--- src/rtl/rsac_pkg.sv ---
// Package for the ranging sensor average and convert core.
// Holds widths, codes and the infrared reference tables; no dependencies.
package rsac_pkg;

    localparam int CHANNELS      = 4;
    localparam int CH_W          = $clog2(CHANNELS);
    localparam int SAMPLES       = 8;
    localparam int POS_W         = $clog2(SAMPLES);
    localparam int SAMPLE_W      = 10;
    localparam int SUM_W         = SAMPLE_W + POS_W;
    localparam int CNT_W         = POS_W + 1;
    localparam int MEM_DEPTH     = CHANNELS * SAMPLES;
    localparam int ADDR_W        = CH_W + POS_W;
    localparam int DIST_W        = 16;
    localparam int CODE_W        = SAMPLE_W - 2;
    localparam int CM_W          = 7;
    localparam int PROD_W        = DIST_W + SAMPLE_W;
    localparam int TYPES_W       = 2 * CHANNELS;

    localparam int TABLE_ENTRIES = 22;
    localparam int STORED        = 22;
    localparam int USED_ENTRIES  = (TABLE_ENTRIES > STORED) ? STORED : TABLE_ENTRIES;
    localparam int TOP_ENTRY     = (USED_ENTRIES == 0) ? 0 : USED_ENTRIES - 1;
    localparam int IDX_W         = $clog2(STORED);

    localparam logic [DIST_W-1:0]  LASER_GAIN   = 16'd39970;
    localparam logic [DIST_W-1:0]  LASER_OFFSET = 16'd56;
    localparam logic [DIST_W-1:0]  CM_TO_MM     = 16'd10;
    localparam logic [TYPES_W-1:0] TYPES_RESET  = 8'd170;

    localparam logic       KIND_SAMPLE = 1'b0;
    localparam logic       KIND_READ   = 1'b1;

    localparam logic [1:0] TYPE_IR_A  = 2'd0;
    localparam logic [1:0] TYPE_IR_B  = 2'd1;
    localparam logic [1:0] TYPE_LASER = 2'd2;
    localparam logic [1:0] TYPE_NONE  = 2'd3;

    typedef logic [CHANNELS-1:0][1:0] t_types;

    localparam logic [CODE_W-1:0] IR_CODE [2][STORED] = '{
        '{8'd135, 8'd134, 8'd133, 8'd132, 8'd123, 8'd107, 8'd93, 8'd84, 8'd77, 8'd70,
          8'd58, 8'd49, 8'd43, 8'd38, 8'd34, 8'd31, 8'd29, 8'd27, 8'd25, 8'd23,
          8'd22, 8'd20},
        '{8'd163, 8'd147, 8'd137, 8'd127, 8'd117, 8'd107, 8'd91, 8'd81, 8'd77, 8'd66,
          8'd56, 8'd45, 8'd40, 8'd38, 8'd33, 8'd30, 8'd26, 8'd25, 8'd23, 8'd22,
          8'd21, 8'd20}
    };

    localparam logic [CM_W-1:0] IR_CM [2][STORED] = '{
        '{7'd9, 7'd9, 7'd9, 7'd9, 7'd10, 7'd12, 7'd14, 7'd16, 7'd18, 7'd20,
          7'd25, 7'd30, 7'd35, 7'd40, 7'd45, 7'd50, 7'd55, 7'd60, 7'd65, 7'd70,
          7'd75, 7'd80},
        '{7'd6, 7'd7, 7'd8, 7'd9, 7'd10, 7'd12, 7'd14, 7'd16, 7'd18, 7'd20,
          7'd25, 7'd30, 7'd35, 7'd40, 7'd45, 7'd50, 7'd55, 7'd60, 7'd65, 7'd70,
          7'd75, 7'd80}
    };

endpackage

--- src/rtl/rsac_if.sv ---
// Valid/ready channel interfaces: input item, result item, configuration write.
// Depends on rsac_pkg for field widths.
interface rsac_in_if;
    import rsac_pkg::*;
    logic                valid;
    logic                ready;
    logic                kind;
    logic [CH_W-1:0]     channel;
    logic [SAMPLE_W-1:0] sample;
    modport source (output valid, kind, channel, sample, input ready);
    modport sink   (input valid, kind, channel, sample, output ready);
endinterface

interface rsac_out_if;
    import rsac_pkg::*;
    logic                valid;
    logic                ready;
    logic [CH_W-1:0]     channel_out;
    logic [SAMPLE_W-1:0] average;
    logic [DIST_W-1:0]   distance_mm;
    logic                type_known;
    modport source (output valid, channel_out, average, distance_mm, type_known,
                    input ready);
    modport sink   (input valid, channel_out, average, distance_mm, type_known,
                    output ready);
endinterface

interface rsac_cfg_if;
    import rsac_pkg::*;
    logic               valid;
    logic               ready;
    logic [TYPES_W-1:0] data;
    modport source (output valid, data, input ready);
    modport sink   (input valid, data, output ready);
endinterface

--- src/rtl/ranging_sensor_average_and_convert_core.sv ---
// Ranging sensor average and convert core: sample ring memory, averaging, conversion.
// Depends on rsac_pkg and the channel interfaces in rsac_if.sv.
//
//   port     role    item
//   i_item   sink    kind, channel, sample
//   o_res    source  channel_out, average, distance_mm, type_known
//   i_cfg    sink    sensor_types write
//
// Sample item: one write to the sample memory.
// Read item: sum the ring (one registered memory read per cycle), then average,
// then a laser step or an infrared table scan from the top entry down (one entry
// per cycle); an unknown type goes straight on to loading the output.
// Reset is synchronous; valid bits make unwritten memory entries read as zero.
// A result waits in the output register while the next items are accepted; a
// later read stalls in its last state until that register is free.
module ranging_sensor_average_and_convert_core (
    input  logic       i_clk,
    input  logic       i_rst_n,
    rsac_in_if.sink    i_item,
    rsac_out_if.source o_res,
    rsac_cfg_if.sink   i_cfg
);
    import rsac_pkg::*;

    localparam logic [2:0] S_IDLE  = 3'd0;
    localparam logic [2:0] S_SUM   = 3'd1;
    localparam logic [2:0] S_CONV  = 3'd2;
    localparam logic [2:0] S_SCAN  = 3'd3;
    localparam logic [2:0] S_LASER = 3'd4;
    localparam logic [2:0] S_OUT   = 3'd5;

    logic [SAMPLE_W-1:0]  mem [MEM_DEPTH];
    logic [MEM_DEPTH-1:0] r_valid;
    logic [SAMPLE_W-1:0]  r_rd_data;
    logic                 r_rd_ok;

    logic [2:0]           r_state, n_state;
    logic [POS_W-1:0]     r_pos [CHANNELS];
    t_types               r_types;
    logic [CH_W-1:0]      r_ch;
    logic [CNT_W-1:0]     r_cnt, n_cnt;
    logic [SUM_W-1:0]     r_sum, n_sum;
    logic [SAMPLE_W-1:0]  r_avg, n_avg;
    logic [1:0]           r_type, n_type;
    logic [CODE_W-1:0]    r_code, n_code;
    logic [IDX_W-1:0]     r_idx, n_idx;
    logic [PROD_W-1:0]    r_prod, n_prod;
    logic [DIST_W-1:0]    r_dist, n_dist;
    logic                 r_known, n_known;

    logic                 r_out_valid;
    logic [CH_W-1:0]      r_out_ch;
    logic [SAMPLE_W-1:0]  r_out_avg;
    logic [DIST_W-1:0]    r_out_dist;
    logic                 r_out_known;

    logic                 in_acc;
    logic                 wr_en;
    logic [ADDR_W-1:0]    wr_addr;
    logic [ADDR_W-1:0]    rd_addr;
    logic [SAMPLE_W-1:0]  rd_value;
    logic [SAMPLE_W-1:0]  sum_avg;
    logic [1:0]           ch_type;
    logic                 out_free;
    logic                 out_load;

    assign i_item.ready = (r_state == S_IDLE);
    assign i_cfg.ready  = 1'b1;
    assign in_acc       = i_item.valid && i_item.ready;
    assign wr_en        = in_acc && (i_item.kind == KIND_SAMPLE);
    assign wr_addr      = {i_item.channel, r_pos[i_item.channel]};
    assign rd_addr      = {r_ch, r_cnt[POS_W-1:0]};
    assign rd_value     = r_rd_ok ? r_rd_data : '0;
    assign sum_avg      = SAMPLE_W'(r_sum / SUM_W'(SAMPLES));
    assign ch_type      = r_types[r_ch];
    assign out_free     = !r_out_valid || o_res.ready;
    assign out_load     = (r_state == S_OUT) && out_free;

    always_ff @(posedge i_clk) begin
        if (wr_en) begin
            mem[wr_addr] <= i_item.sample;
        end
        r_rd_data <= mem[rd_addr];
        r_rd_ok   <= r_valid[rd_addr];
    end

    always_comb begin
        n_state = r_state;
        n_cnt   = r_cnt;
        n_sum   = r_sum;
        n_avg   = r_avg;
        n_type  = r_type;
        n_code  = r_code;
        n_idx   = r_idx;
        n_prod  = r_prod;
        n_dist  = r_dist;
        n_known = r_known;
        unique case (r_state)
            S_IDLE: begin
                if (in_acc && (i_item.kind == KIND_READ)) begin
                    n_cnt   = '0;
                    n_sum   = '0;
                    n_state = S_SUM;
                end
            end
            S_SUM: begin
                if (r_cnt != '0) begin
                    n_sum = r_sum + SUM_W'(rd_value);
                end
                n_cnt = r_cnt + CNT_W'(1);
                if (r_cnt == CNT_W'(SAMPLES)) begin
                    n_state = S_CONV;
                end
            end
            S_CONV: begin
                n_avg  = sum_avg;
                n_type = ch_type;
                unique case (ch_type) inside
                    TYPE_IR_A, TYPE_IR_B: begin
                        n_code  = sum_avg[SAMPLE_W-1:2];
                        n_idx   = IDX_W'(TOP_ENTRY);
                        n_state = S_SCAN;
                    end
                    TYPE_LASER: begin
                        n_prod  = PROD_W'(LASER_GAIN) * PROD_W'(sum_avg);
                        n_state = S_LASER;
                    end
                    default: begin
                        n_dist  = '0;
                        n_known = 1'b0;
                        n_state = S_OUT;
                    end
                endcase
            end
            S_SCAN: begin
                if ((r_idx != '0) && (IR_CODE[r_type[0]][r_idx] < r_code)) begin
                    n_idx = r_idx - IDX_W'(1);
                end else begin
                    n_dist  = DIST_W'(IR_CM[r_type[0]][r_idx]) * CM_TO_MM;
                    n_known = 1'b1;
                    n_state = S_OUT;
                end
            end
            S_LASER: begin
                n_dist  = DIST_W'(r_prod >> DIST_W) - LASER_OFFSET;
                n_known = 1'b1;
                n_state = S_OUT;
            end
            S_OUT: begin
                if (out_free) begin
                    n_state = S_IDLE;
                end
            end
            default: begin
                n_state = S_IDLE;
            end
        endcase
    end

    always_ff @(posedge i_clk) begin
        if (!i_rst_n) begin
            r_state     <= S_IDLE;
            r_valid     <= '0;
            r_types     <= TYPES_RESET;
            r_out_valid <= 1'b0;
            for (int c = 0; c < CHANNELS; c++) begin
                r_pos[c] <= '0;
            end
        end else begin
            r_state <= n_state;
            if (i_cfg.valid && i_cfg.ready) begin
                r_types <= i_cfg.data;
            end
            if (wr_en) begin
                r_valid[wr_addr] <= 1'b1;
                if (r_pos[i_item.channel] == POS_W'(SAMPLES - 1)) begin
                    r_pos[i_item.channel] <= '0;
                end else begin
                    r_pos[i_item.channel] <= r_pos[i_item.channel] + POS_W'(1);
                end
            end
            if (out_load) begin
                r_out_valid <= 1'b1;
            end else if (o_res.ready) begin
                r_out_valid <= 1'b0;
            end
        end
    end

    always_ff @(posedge i_clk) begin
        if (in_acc) begin
            r_ch <= i_item.channel;
        end
        r_cnt   <= n_cnt;
        r_sum   <= n_sum;
        r_avg   <= n_avg;
        r_type  <= n_type;
        r_code  <= n_code;
        r_idx   <= n_idx;
        r_prod  <= n_prod;
        r_dist  <= n_dist;
        r_known <= n_known;
        if (out_load) begin
            r_out_ch    <= r_ch;
            r_out_avg   <= r_avg;
            r_out_dist  <= r_dist;
            r_out_known <= r_known;
        end
    end

    assign o_res.valid       = r_out_valid;
    assign o_res.channel_out = r_out_ch;
    assign o_res.average     = r_out_avg;
    assign o_res.distance_mm = r_out_dist;
    assign o_res.type_known  = r_out_known;

    a_sample_one_cycle: assert property (@(posedge i_clk) disable iff (!i_rst_n)
        (in_acc && (i_item.kind == KIND_SAMPLE)) |=> (r_state == S_IDLE))
        else $error("sample item did not finish in one cycle");

    a_sum_done: assert property (@(posedge i_clk) disable iff (!i_rst_n)
        ((r_state == S_SUM) && (r_cnt == CNT_W'(SAMPLES))) |=> (r_state == S_CONV))
        else $error("ring sum did not end after all samples");

    a_load_shows: assert property (@(posedge i_clk) disable iff (!i_rst_n)
        out_load |=> (r_out_valid && (r_state == S_IDLE)))
        else $error("result load did not present an item");

    a_scan_range: assert property (@(posedge i_clk) disable iff (!i_rst_n)
        (r_state == S_SCAN) |-> (r_idx <= IDX_W'(TOP_ENTRY)))
        else $error("table scan index out of range");

endmodule
--- src/flat_wrapper.sv ---
// flat-port wrapper written by rule: the top's interface ports become plain ports
module ranging_sensor_average_and_convert_core_flat import rsac_pkg::*;
  (i_clk, i_rst_n, i_item_valid, i_item_kind, i_item_channel, i_item_sample, i_item_ready, o_res_valid, o_res_channel_out, o_res_average, o_res_distance_mm, o_res_type_known, o_res_ready, i_cfg_valid, i_cfg_data, i_cfg_ready);
  rsac_in_if i_item_i ();
  rsac_out_if o_res_i ();
  rsac_cfg_if i_cfg_i ();
  input  logic i_clk;
  input  logic i_rst_n;
  input wire logic [$bits(i_item_i.valid)-1:0] i_item_valid;
  input wire logic [$bits(i_item_i.kind)-1:0] i_item_kind;
  input wire logic [$bits(i_item_i.channel)-1:0] i_item_channel;
  input wire logic [$bits(i_item_i.sample)-1:0] i_item_sample;
  output wire logic [$bits(i_item_i.ready)-1:0] i_item_ready;
  output wire logic [$bits(o_res_i.valid)-1:0] o_res_valid;
  output wire logic [$bits(o_res_i.channel_out)-1:0] o_res_channel_out;
  output wire logic [$bits(o_res_i.average)-1:0] o_res_average;
  output wire logic [$bits(o_res_i.distance_mm)-1:0] o_res_distance_mm;
  output wire logic [$bits(o_res_i.type_known)-1:0] o_res_type_known;
  input wire logic [$bits(o_res_i.ready)-1:0] o_res_ready;
  input wire logic [$bits(i_cfg_i.valid)-1:0] i_cfg_valid;
  input wire logic [$bits(i_cfg_i.data)-1:0] i_cfg_data;
  output wire logic [$bits(i_cfg_i.ready)-1:0] i_cfg_ready;
  assign i_item_i.valid = i_item_valid;
  assign i_item_i.kind = i_item_kind;
  assign i_item_i.channel = i_item_channel;
  assign i_item_i.sample = i_item_sample;
  assign i_item_ready = i_item_i.ready;
  assign o_res_valid = o_res_i.valid;
  assign o_res_channel_out = o_res_i.channel_out;
  assign o_res_average = o_res_i.average;
  assign o_res_distance_mm = o_res_i.distance_mm;
  assign o_res_type_known = o_res_i.type_known;
  assign o_res_i.ready = o_res_ready;
  assign i_cfg_i.valid = i_cfg_valid;
  assign i_cfg_i.data = i_cfg_data;
  assign i_cfg_ready = i_cfg_i.ready;
  ranging_sensor_average_and_convert_core u_core (.i_clk(i_clk), .i_rst_n(i_rst_n), .i_item(i_item_i), .o_res(o_res_i), .i_cfg(i_cfg_i));
endmodule
--- config.mk ---
export PLATFORM = sky130hd
export DESIGN_NAME = ranging_sensor_average_and_convert_core_flat
export DESIGN_NICKNAME = d
export VERILOG_FILES = /design/src/rtl/rsac_pkg.sv /design/src/rtl/rsac_if.sv /design/src/rtl/ranging_sensor_average_and_convert_core.sv /design/src/flat_wrapper.sv
export SDC_FILE = /design/constraint.sdc
export NUM_CORES = 1
export LEC_CHECK = 0
export BUFFER_PORTS_ARGS = -buffer_cell sky130_fd_sc_hd__buf_2
export CAP_MARGIN = 5
export CELL_PAD_IN_SITES_DETAIL_PLACEMENT = 2
export CELL_PAD_IN_SITES_GLOBAL_PLACEMENT = 2
export CORE_MARGIN = 4
export CORE_UTILIZATION = 40
export CTS_CLUSTER_DIAMETER = 60
export DETAILED_ROUTE_END_ITERATION = 7
export HOLD_SLACK_MARGIN = 0.12
export PLACE_DENSITY = 0.79
export SLEW_MARGIN = 20
export SYNTH_ARGS = -nofsm -noshare
export SYNTH_HDL_FRONTEND = slang
export SYNTH_SLANG_ARGS = --single-unit
--- constraint.sdc ---
create_clock -name i_clk -period 9.9 [get_ports i_clk]
set_input_delay 2.475 -clock i_clk [delete_from_list [all_inputs] [get_ports i_clk]]
set_output_delay 2.475 -clock i_clk [all_outputs]
set_load 0.005 [all_outputs]
==> run_results.csv, run 1 <==
group,metric,value,unit
cells_and_area,seq_area,0.0138,mm²
status,status,"finished clean",
setup_path,slowest_stage,"edfxtp_1",
setup_path,cp-start-kind,"flip-flop",
routing,wl,58900,µm
run,cap_violations,0,
routing,drtPass1Iterations,5,
floorplan,core,0.0530,mm²
setup_path,critical_path.endpoint,"u_core.r_prod[25]",
worst_hold_path,hold_path_class,"reg -> reg",
placed_design,hpwl,39200,µm
clock_tree,cts_tree,"yes",
power_and_ir_drop,p_sw_frac,0.268,
setup_path,path_common_cell,"inv_1",
cells_and_area,nets,1546,
setup_path,cp.depth,16,
setup_path,cpLargestDelayFamily,"adder cells",
timing,setup_slack,5040,ps
cells_and_area,n_fill_cell,4898,
synth,ys_seq_elements,478,
clock_tree,htree_levels,2,
setup_path,critical_path.cell_chain,"fa_1 > inv_1 > fa_1 > inv_1 > ha_1 > inv_1 > fa_1 > inv_1 > ha_1 > ha_1 > o2111ai_1 > a21oi_1 > and3_1 > a21oi_1 > nor3b_1 > a311o_1",
floorplan,start_util,0.407,
timing,hold_viol_final,0,
cells_and_area,area_growth,12.5,%
synth,syn-num-nets,1485,
synth,synth.distinct_cells,59,
global_route,grt_max_degree,53,
synth,syn_area,0.0216,mm²
placed_design,dp_cells,2011,
power_and_ir_drop,peakVddDrop,192,µV
global_route,grt.overflow.total,0,
synth,ys_warn_count,0,
cells_and_area,drive_gt1_frac,0.200,
routing,routed_via_density,5.71,
setup_path,cp.required,10220,ps
timing,rsz0062_at_grt,"false",
timing,hold_ws,419,ps
clock_tree,cts-root-buf,"clkbuf_16",
clock_tree,clk_latency,630,ps
routing,wl_per_cell,27.9,µm
floorplan,std_cell_rows,84,
cells_and_area,mostFrequentLayoutCell,"edfxtp_1",
setup_path,reg2reg_to,"u_core.r_prod[25]",
clock_tree,ctsResizeCount,0,
power_and_ir_drop,p_leak,0.00864,µW
routing,vias,12100,
synth,async_flop_share,0,
placed_design,dp_slack,4480,ps
clock_tree,cts_setup_buffers,0,
cells_and_area,stdcell_count,2110,
power_and_ir_drop,p_per_area,210,mW/mm²
synth,yosysSeqAreaShare,0.640,
placed_design,gp_congestion,0.804,
power_and_ir_drop,switchingPower,1360,µW
timing,finalClockSkew,59.4,ps
power_and_ir_drop,seqPwrFrac,0.452,
setup_path,worstPathMaxFanout,11,
setup_path,r2r.worst_path.cells,16,
setup_path,max_stage_delay,640,ps
cells_and_area,layout_common_cells,"edfxtp_1, ha_1, mux4_2, inv_1, nor2_1",
clock_tree,cts_buffers,52,
floorplan,chipWidth,240,µm
setup_path,cp.arrival,5180,ps
cells_and_area,postLayoutCoreUtil,0.458,
setup_path,critPathLaunch,"u_core.r_sum[10]",
routing,drt-initial-drc-count,916,
clock_tree,cts_hold_buffers,0,
setup_path,rr_startpoint,"u_core.r_sum[10]",
setup_path,end_kind,"flip-flop",
timing,report.final.slew_viol_count,0,
floorplan,io_pins,58,
synth,syn_inst,1317,
setup_path,worst-path-buf-inv,4,
timing,fin_tns_setup,0,ps
routing,drc,0,
timing,setup_violations,0,
clock_tree,clkTransAtPathRegs,60,ps
global_route,grt_pass1_vias,13500,
floorplan,die_h,240,µm
cells_and_area,multi_input_area,0.00722,mm²
placed_design,portBuffers,56,
global_route,grt_pass1_wl,89000,µm
clock_tree,cts_buffer_depth,3,
timing,slew_headroom,0.265,
timing,max_freq,206,MHz
synth,avgSynthCellArea,16.4,µm²
synth,synth-edff-count,423,
floorplan,fp.dieArea,0.0577,mm²
power_and_ir_drop,intPower,3730,µW
global_route,grt_usage,0.207,
synth,synthFlopType,"edfxtp_1",
power_and_ir_drop,clkPwrFrac,0.381,
setup_path,r2r_setup_slack,5040,ps
routing,drt.antenna.violating_nets,0,
power_and_ir_drop,p_comb_frac,0.167,
setup_path,crit_type,"reg -> reg",
cells_and_area,n_antenna_cell,0,
clock_tree,numClockSinks,478,
global_route,antenna_found_initial,0,
timing,worstMarginPinSlew,1100,ps
timing,fin_crit_sh,0.491,
timing,min_period,4860,ps
-- worst register-to-register path, delay by kind of cell, from the launching register on --
kind / cells / cell delay (ps)
compound gates: 4 / 830
fa+ha+maj: 6 / 2600
buf+inv: 4 / 210
flops: 1 / 640
simple gates: 2 / 310
-- flip-flops by register name, indices dropped and copies added (netlist names), 5 cells and up --
signal / flops
u_core.r_code: 8
u_core.r_sum: 13
u_core.r_prod: 10
u_core.r_types: 8
u_core.r_avg: 10
u_core.r_rd_data: 10
u_core.mem: 320
u_core.o_res.average: 10
u_core.r_dist: 12
u_core.r_pos: 12
u_core.r_idx: 5
u_core.r_valid: 32
u_core.o_res.distance_mm: 12
-- routing by layer --
metal  part of all wire  global-route usage
met5                  0                   0
met3              0.047              0.0271
met2               0.51               0.366
met1               0.42               0.272
met4              0.023              0.0507
-- cell families after synthesis --
group,Yosys count,synth area share
and+or+nand+nor,222,0.0467
DFF,478,0.640
xor gates and xnor gates,27,0.0110
adders and majority gates,142,0.0894
AOI/OAI and AO/OA,168,0.0524
buffers and inverters,138,0.0269
muxes,141,0.133
other,1,0.000174
-- power by group through the flow --
stage / logic [µW] / clock network, µW / registers (µW)
after floorplan: 597 / 0 / 2320
after global placement: 803 / 0 / 2340
after detailed placement: 848 / 0 / 2350
after CTS: 863 / 1980 / 2300
after global routing: 953 / 2060 / 2300
final: 849 / 1940 / 2300
-- final cells by class --
type / instances / area share
Clock inverter: 28 / 0.0129
Inverter: 82 / 0.0127
Tap cell: 688 / 0.0355
Timing Repair Buffer: 63 / 0.0140
Sequential cell: 478 / 0.569
Clock buffer: 70 / 0.0581
Multi-Input combinational cell: 701 / 0.298
-- how the worst min path moves through the flow --
stage	from	to	cells past startpoint
2_1_floorplan	u_core.r_avg[0]	u_core.o_res.average[0]	0
3_5_place_dp	u_core.r_dist[9]	u_core.o_res.distance_mm[9]	0
4_1_cts	u_core.r_dist[9]	u_core.o_res.distance_mm[9]	0
3_3_place_gp	u_core.r_avg[7]	u_core.o_res.average[7]	0
5_1_grt	u_core.r_dist[1]	u_core.o_res.distance_mm[1]	0
6_report	u_core.r_dist[9]	u_core.o_res.distance_mm[9]	0
-- synthesized netlist by cell type (all sizes together) (4+ instances only) --
cell      n  area (µm²)
or3       4        25.0
clkbuf   28         105
and3      6        37.5
nand3    12        60.1
mux2     11         124
or2       5        31.3
a21o      8        60.1
nand4     4        25.0
nor2     81         304
edfxtp  423       12700
xor2      6        52.6
mux2i    14         140
o21bai    4        30.0
o211ai    5        37.5
nand2    61         229
nor3     16        80.1
fa       20         400
mux4    116        2610
buf      28         168
a31oi     4        25.0
inv      81         304
o21a     40         300
nor2b     6        37.5
and2     12        75.1
a21oi    29         145
xnor2    21         184
nand2b    7        43.8
o22ai    11        68.8
ha      122        1530
o21ai    34         170
dfxtp    55        1100
-- per-stage QoR --
stage | total power (µW) | area, µm²
after global routing | 5320 | 24200
after global placement | 3140 | 22500
after CTS | 5150 | 24200
final | 5090 | 24200
after detailed placement | 3190 | 22500
after floorplan | 2910 | 21600
Power figures use the tool's default switching activity.
==> inputs of run 2 (changes only) <==
--- a/config.mk
+++ b/config.mk
@@ -14,7 +14,7 @@
 export CTS_CLUSTER_DIAMETER = 60
 export DETAILED_ROUTE_END_ITERATION = 7
 export HOLD_SLACK_MARGIN = 0.12
-export PLACE_DENSITY = 0.79
+export PLACE_DENSITY = 0.82
 export SLEW_MARGIN = 20
 export SYNTH_ARGS = -nofsm -noshare
 export SYNTH_HDL_FRONTEND = slang
==> constraint.sdc (replaced) <==
create_clock -name i_clk -period 4.1 [get_ports i_clk]
set_input_delay 1.025 -clock i_clk [delete_from_list [all_inputs] [get_ports i_clk]]
set_output_delay 1.025 -clock i_clk [all_outputs]
set_load 0.005 [all_outputs]
==> run 2 against run 1 <==
  * The flow now finishes with violations (setup timing)
  * Count of clock-buffer cells in the layout is 3 lower
  * Routed wire length grew 0.57%
  * Clock power rose by 140%
  * First-iteration DRC count fell by 5.1%
  * Flip-flop and latch count stayed put
  * Sequential share of layout area fell by 1.5 points
  * Global-route usage increased by 0.080 points
  * Worst hold slack worse by 1.2 ps
  * Register-to-register slack worse by 5200 ps
  * Non-clock buffer count increased by 65
  * Maximum frequency rose by 14%
  * Cell count grew 3.1%
  * Critical endpoint is now u_core.r_prod[24]
  * Largest cell class unchanged
==> run_results.csv, run 2 (synthesis gave the netlist of run 1 again) <==
group,metric,value,unit
status,status,"finished with violations",
status,violations,"setup timing",
floorplan,die_h,240,µm
clock_tree,clk_latency,610,ps
global_route,grt_max_degree,93,
routing,drt-initial-drc-count,869,
placed_design,portBuffers,56,
power_and_ir_drop,power,12900,µW
timing,max_freq,236,MHz
power_and_ir_drop,p_leak,0.00898,µW
setup_path,rr_startpoint,"u_core.r_sum[11]",
floorplan,start_util,0.407,
floorplan,io_pins,58,
placed_design,hpwl,39800,µm
cells_and_area,seq_area,0.0138,mm²
cells_and_area,layout_common_cells,"edfxtp_1, mux4_2, ha_1, nor2_1, inv_1",
setup_path,cp.required,4440,ps
power_and_ir_drop,peakVddDrop,356,µV
cells_and_area,area_growth,15.5,%
global_route,antenna_found_initial,2,
setup_path,worstPathMaxFanout,3,
routing,routed_via_density,5.64,
worst_hold_path,holdCritStartpoint,"u_core.r_dist[10]",
routing,vias,12300,
routing,wl_per_cell,27.2,µm
timing,worstMarginPinSlew,1080,ps
timing,finalClockSkew,26.8,ps
cells_and_area,drive_gt1_frac,0.248,
cells_and_area,top_register,"u_core.mem",
timing,hold_ws,418,ps
cells_and_area,top_regs,"u_core.mem (320), u_core.r_valid (32), u_core.r_sum (13)",
floorplan,chipWidth,240,µm
cells_and_area,nets,1611,
setup_path,crit_type,"reg -> reg",
setup_path,cp-start-kind,"flip-flop",
floorplan,core,0.0530,mm²
cells_and_area,stdcell_count,2175,
timing,hold_viol_final,0,
cells_and_area,n_fill_cell,4897,
routing,drt.antenna.violating_nets,0,
timing,min_period,4240,ps
cells_and_area,largest_reg_flops,320,
global_route,grt_usage,0.207,
worst_hold_path,holdPathEnd,"u_core.o_res.distance_mm[10]",
timing,report.final.slew_viol_count,0,
setup_path,reg2reg_to,"u_core.r_prod[24]",
setup_path,r2r.worst_path.cells,16,
timing,setup_slack,-145,ps
routing,drc,0,
placed_design,dp_cells,2073,
timing,setup_violations,3,
global_route,grt.overflow.total,0,
global_route,grt_pass1_vias,13800,
worst_hold_path,min_path_cells,0,
floorplan,std_cell_rows,84,
clock_tree,numClockSinks,478,
clock_tree,cts_buffer_depth,3,
setup_path,cp.arrival,4580,ps
clock_tree,cts_tree,"yes",
timing,slew_headroom,0.274,
placed_design,dpl-instance-area,0.0230,mm²
setup_path,end_kind,"flip-flop",
worst_hold_path,hold_path_class,"reg -> reg",
routing,drtPass1Iterations,5,
global_route,grt_pass1_wl,89700,µm
timing,rsz0062_at_grt,"true",
clock_tree,cts_buffers,52,
placed_design,dp_slack,-205,ps
clock_tree,htree_levels,2,
cells_and_area,multi_input_area,0.00738,mm²
floorplan,fp.dieArea,0.0577,mm²
routing,wl,59200,µm
clock_tree,clkTransAtPathRegs,60,ps
cells_and_area,design_area,0.0249,mm²
setup_path,r2r_setup_slack,-140,ps
clock_tree,cts-root-buf,"clkbuf_16",
cells_and_area,n_antenna_cell,0,
placed_design,gp_congestion,0.824,
power_and_ir_drop,p_per_area,517,mW/mm²
run,cap_violations,0,
cells_and_area,mostFrequentLayoutCell,"edfxtp_1",
timing,fin_crit_sh,1.04,
==> run 2: changes by cell type in the layout (fill, tap and decap cells not counted), sizes merged <==
cell,previous run,this run
buf,63,128
clkbuf,70,67
inv,82,85
==> run 2: final cells by class <==
| cell class | count | area share |
|---|---|---|
| repair buffers | 128 | 0.0342 |
| clock inverters | 31 | 0.0127 |
| multi-input cells | 701 | 0.296 |
| clock buffers | 67 | 0.0561 |
| well taps | 688 | 0.0345 |
| flip-flops and latches | 478 | 0.554 |
| inverters | 82 | 0.0124 |
==> run 2: critical path: stages, from the launching register on <==
cell      delay, ps
edfxtp_1        450
fa_1            570
inv_2            40
fa_1            530
inv_2            50
ha_4            260
inv_2            40
fa_1            550
inv_2            50
ha_4            220
ha_4            150
a21o_1          200
a21oi_2         190
nor2b_1          70
a311o_1         370
a21oi_2         160
xnor2_1          80
==> run 2: worst max-delay path by stage <==
stage                           from                 to  slack (ps)  depth (start not counted)
global placement    u_core.r_sum[11]  u_core.r_prod[25]         -30                         14
floorplan           u_core.r_sum[11]  u_core.r_prod[24]        -0.4                         14
CTS                 u_core.r_sum[11]  u_core.r_prod[24]         -70                         16
global route        u_core.r_sum[11]  u_core.r_prod[24]        -310                         16
detailed placement  u_core.r_sum[11]  u_core.r_prod[24]        -210                         14
finish              u_core.r_sum[11]  u_core.r_prod[24]        -140                         16
==> run 2: power by group <==
group | internal [µW] | total [µW] | switching, µW
Combinational | 1210 | 2680 | 1460
Sequential | 5450 | 5510 | 63.8
Clock | 2690 | 4700 | 2010
==> run 2: what timing repair did <==
item / in CTS / in global routing
cloned: 0 / 0
setup buffers: 1 / 3
resized for setup: 10 / 16
setup endpoints to repair: 5 / 7
hold buffers: 0 / 0
pin swaps: 11 / 13
hold endpoints to repair: 0 / 0
==> run 2: per-layer routing <==
metal | track usage | vias up | share of wire
li1 | - | 5341 | -
met1 | 0.264 | 6516 | 0.41
met2 | 0.374 | 316 | 0.53
met3 | 0.0283 | 89 | 0.040
met4 | 0.0570 | 2 | 0.026
met5 | 0 | - | 0.00017
==> run 2: through the flow <==
stage	setup TNS [ps]	util
2_1_floorplan	-0.409	-
3_3_place_gp	-49.1	0.435
3_5_place_dp	-476	0.435
4_1_cts	-116	0.469
5_1_grt	-796	0.470
6_report	-281	0.470
==> inputs of run 3 (changes only) <==
--- a/config.mk
+++ b/config.mk
@@ -13,8 +13,9 @@
 export CORE_UTILIZATION = 40
 export CTS_CLUSTER_DIAMETER = 60
 export DETAILED_ROUTE_END_ITERATION = 7
+export GPL_TIMING_DRIVEN = 0
 export HOLD_SLACK_MARGIN = 0.12
-export PLACE_DENSITY = 0.82
+export PLACE_DENSITY = 0.79
 export SLEW_MARGIN = 20
 export SYNTH_ARGS = -nofsm -noshare
 export SYNTH_HDL_FRONTEND = slang
==> constraint.sdc (replaced) <==
create_clock -name i_clk -period 4.05 [get_ports i_clk]
set_input_delay 1.0125 -clock i_clk [delete_from_list [all_inputs] [get_ports i_clk]]
set_output_delay 1.0125 -clock i_clk [all_outputs]
set_load 0.005 [all_outputs]
==> run 3 against run 2 <==
  * The run still ends with setup timing left
  * Count of clock-buffer cells in the layout is 14 higher
  * Combinational power is 7% higher
  * First-iteration DRC count is 3.0% lower
  * Register-to-register slack worse by 80 ps
  * Largest power group unchanged
==> run_results.csv, run 3 (synthesis gave the netlist of run 1 again) <==
group,metric,value,unit
floorplan,start_util,0.407,
status,status,"finished with violations",
routing,vias,12400,
timing,max_freq,234,MHz
clock_tree,cts-root-buf,"clkbuf_16",
placed_design,dp_slack,-775,ps
cells_and_area,nets,1639,
timing,report.final.slew_viol_count,0,
clock_tree,cts_hold_buffers,0,
setup_path,rr_startpoint,"u_core.r_sum[10]",
routing,wl_per_cell,27.7,µm
setup_path,critical_path.endpoint,"u_core.r_prod[24]",
timing,fin_tns_setup,-588,ps
timing,hold_viol_final,0,
global_route,grt_usage,0.213,
floorplan,core,0.0530,mm²
cells_and_area,n_fill_cell,4900,
setup_path,cp-start-kind,"flip-flop",
clock_tree,numClockSinks,478,
floorplan,chipWidth,240,µm
worst_hold_path,hold_path_class,"reg -> reg",
power_and_ir_drop,p_per_area,522,mW/mm²
routing,drtPass1Iterations,4,
cells_and_area,stdcell_count,2203,
setup_path,r2r_setup_slack,-230,ps
power_and_ir_drop,p_leak,0.00897,µW
floorplan,std_cell_rows,84,
placed_design,dp_cells,2061,
status,violations,"setup timing",
placed_design,gp_congestion,0.827,
setup_path,r2r.worst_path.cells,14,
global_route,grt_pass1_wl,90900,µm
cells_and_area,top_regs,"u_core.mem (320), u_core.r_valid (32), u_core.r_sum (13)",
routing,drt.antenna.violating_nets,0,
floorplan,io_pins,58,
cells_and_area,largest_reg_flops,320,
setup_path,worstPathMaxFanout,5,
clock_tree,cts_buffers,52,
floorplan,die_h,240,µm
placed_design,hpwl,41900,µm
run,cap_violations,0,
global_route,grt_max_degree,33,
clock_tree,clk_latency,620,ps
routing,drc,0,
setup_path,critPathLaunch,"u_core.r_sum[10]",
cells_and_area,n_antenna_cell,0,
power_and_ir_drop,peakVddDrop,365,µV
placed_design,dpl-instance-area,0.0228,mm²
clock_tree,htree_levels,2,
clock_tree,cts_tree,"yes",
setup_path,cp.arrival,4640,ps
clock_tree,cts_buffer_depth,3,
setup_path,end_kind,"flip-flop",
global_route,grt.overflow.total,0,
timing,fin_crit_sh,1.06,
routing,drt-initial-drc-count,843,
timing,finalClockSkew,22.2,ps
setup_path,cp.required,4410,ps
cells_and_area,layout_common_cells,"edfxtp_1, mux4_2, ha_1, inv_1, nand2_1",
setup_path,reg2reg_to,"u_core.r_prod[24]",
routing,wl,61000,µm
timing,setup_violations,3,
timing,slew_headroom,0.220,
cells_and_area,top_register,"u_core.mem",
timing,setup_slack,-230,ps
timing,rsz0062_at_grt,"true",
clock_tree,clkTransAtPathRegs,60,ps
timing,min_period,4280,ps
global_route,grt_pass1_vias,13900,
routing,routed_via_density,5.65,
cells_and_area,postLayoutCoreUtil,0.474,
timing,worstMarginPinSlew,1170,ps
placed_design,portBuffers,54,
setup_path,crit_type,"reg -> reg",
global_route,antenna_found_initial,2,
floorplan,fp.dieArea,0.0577,mm²
cells_and_area,design_area,0.0251,mm²
cells_and_area,mostFrequentLayoutCell,"edfxtp_1",
cells_and_area,drive_gt1_frac,0.265,
cells_and_area,area_growth,16.5,%
-- run 3: per-stage QoR --
| stage | hold slack (ps) | power (µW) |
|---|---|---|
| 2_1_floorplan | 400 | 7240 |
| 3_3_place_gp | 402 | 7870 |
| 3_5_place_dp | 408 | 7970 |
| 4_1_cts | 422 | 13000 |
| 5_1_grt | 420 | 13700 |
| 6_report | 410 | 13100 |
-- run 3: worst min path at each step --
stage                     slack (ps)              from  cells after the start                     endpoint
after global routing             420  u_core.r_dist[8]                      0  u_core.o_res.distance_mm[8]
after detailed placement         410  u_core.r_dist[0]                      0  u_core.o_res.distance_mm[0]
after CTS                        420  u_core.r_dist[8]                      0  u_core.o_res.distance_mm[8]
after global placement           400  u_core.r_dist[9]                      0  u_core.o_res.distance_mm[9]
after floorplan                  400   u_core.r_avg[0]                      0      u_core.o_res.average[0]
final                            410  u_core.r_dist[8]                      0  u_core.o_res.distance_mm[8]
-- run 3: worst max-delay path, cell delays in order (launching register included) --
cell,delay [ps]
edfxtp_1,470
ha_1,330
ha_1,300
inv_1,70
fa_1,520
fa_1,560
inv_1,80
ha_4,250
ha_4,270
a21oi_2,160
o21ai_2,100
a211o_1,290
a311o_1,410
a21oi_2,160
xnor2_1,70
-- run 3: what timing repair did --
action                     in CTS  in global routing
gates cloned                    0                  0
pin swaps                       8                 19
gates resized for setup        31                 29
setup buffers                  30                 15
setup endpoints to repair      34                 12
-- run 3: metal layers --
metal  GRT usage  wire [µm]
met3      0.0333       2760
met1       0.265      24400
met4      0.0705       1930
met2       0.382      32000
met5           0         21
-- run 3: layout make-up --
type                    count  area [µm²]  area share
inverters                  82         312      0.0124
clock inverters            17         191     0.00762
multi-input cells         701        7530       0.299
flip-flops and latches    478       13800       0.549
clock buffers              81        1510      0.0602
well taps                 688         861      0.0343
repair buffers            101         639      0.0254
plain buffers              55         285      0.0114
-- run 3: power breakdown --
group | switching [µW] | total (µW) | leakage, µW | internal, µW
logic | 1580 | 2860 | 0.00384 | 1270
clock network | 1990 | 4700 | 0.000830 | 2710
registers | 50.9 | 5570 | 0.00430 | 5520
total | 3620 | 13100 | 0.00897 | 9510
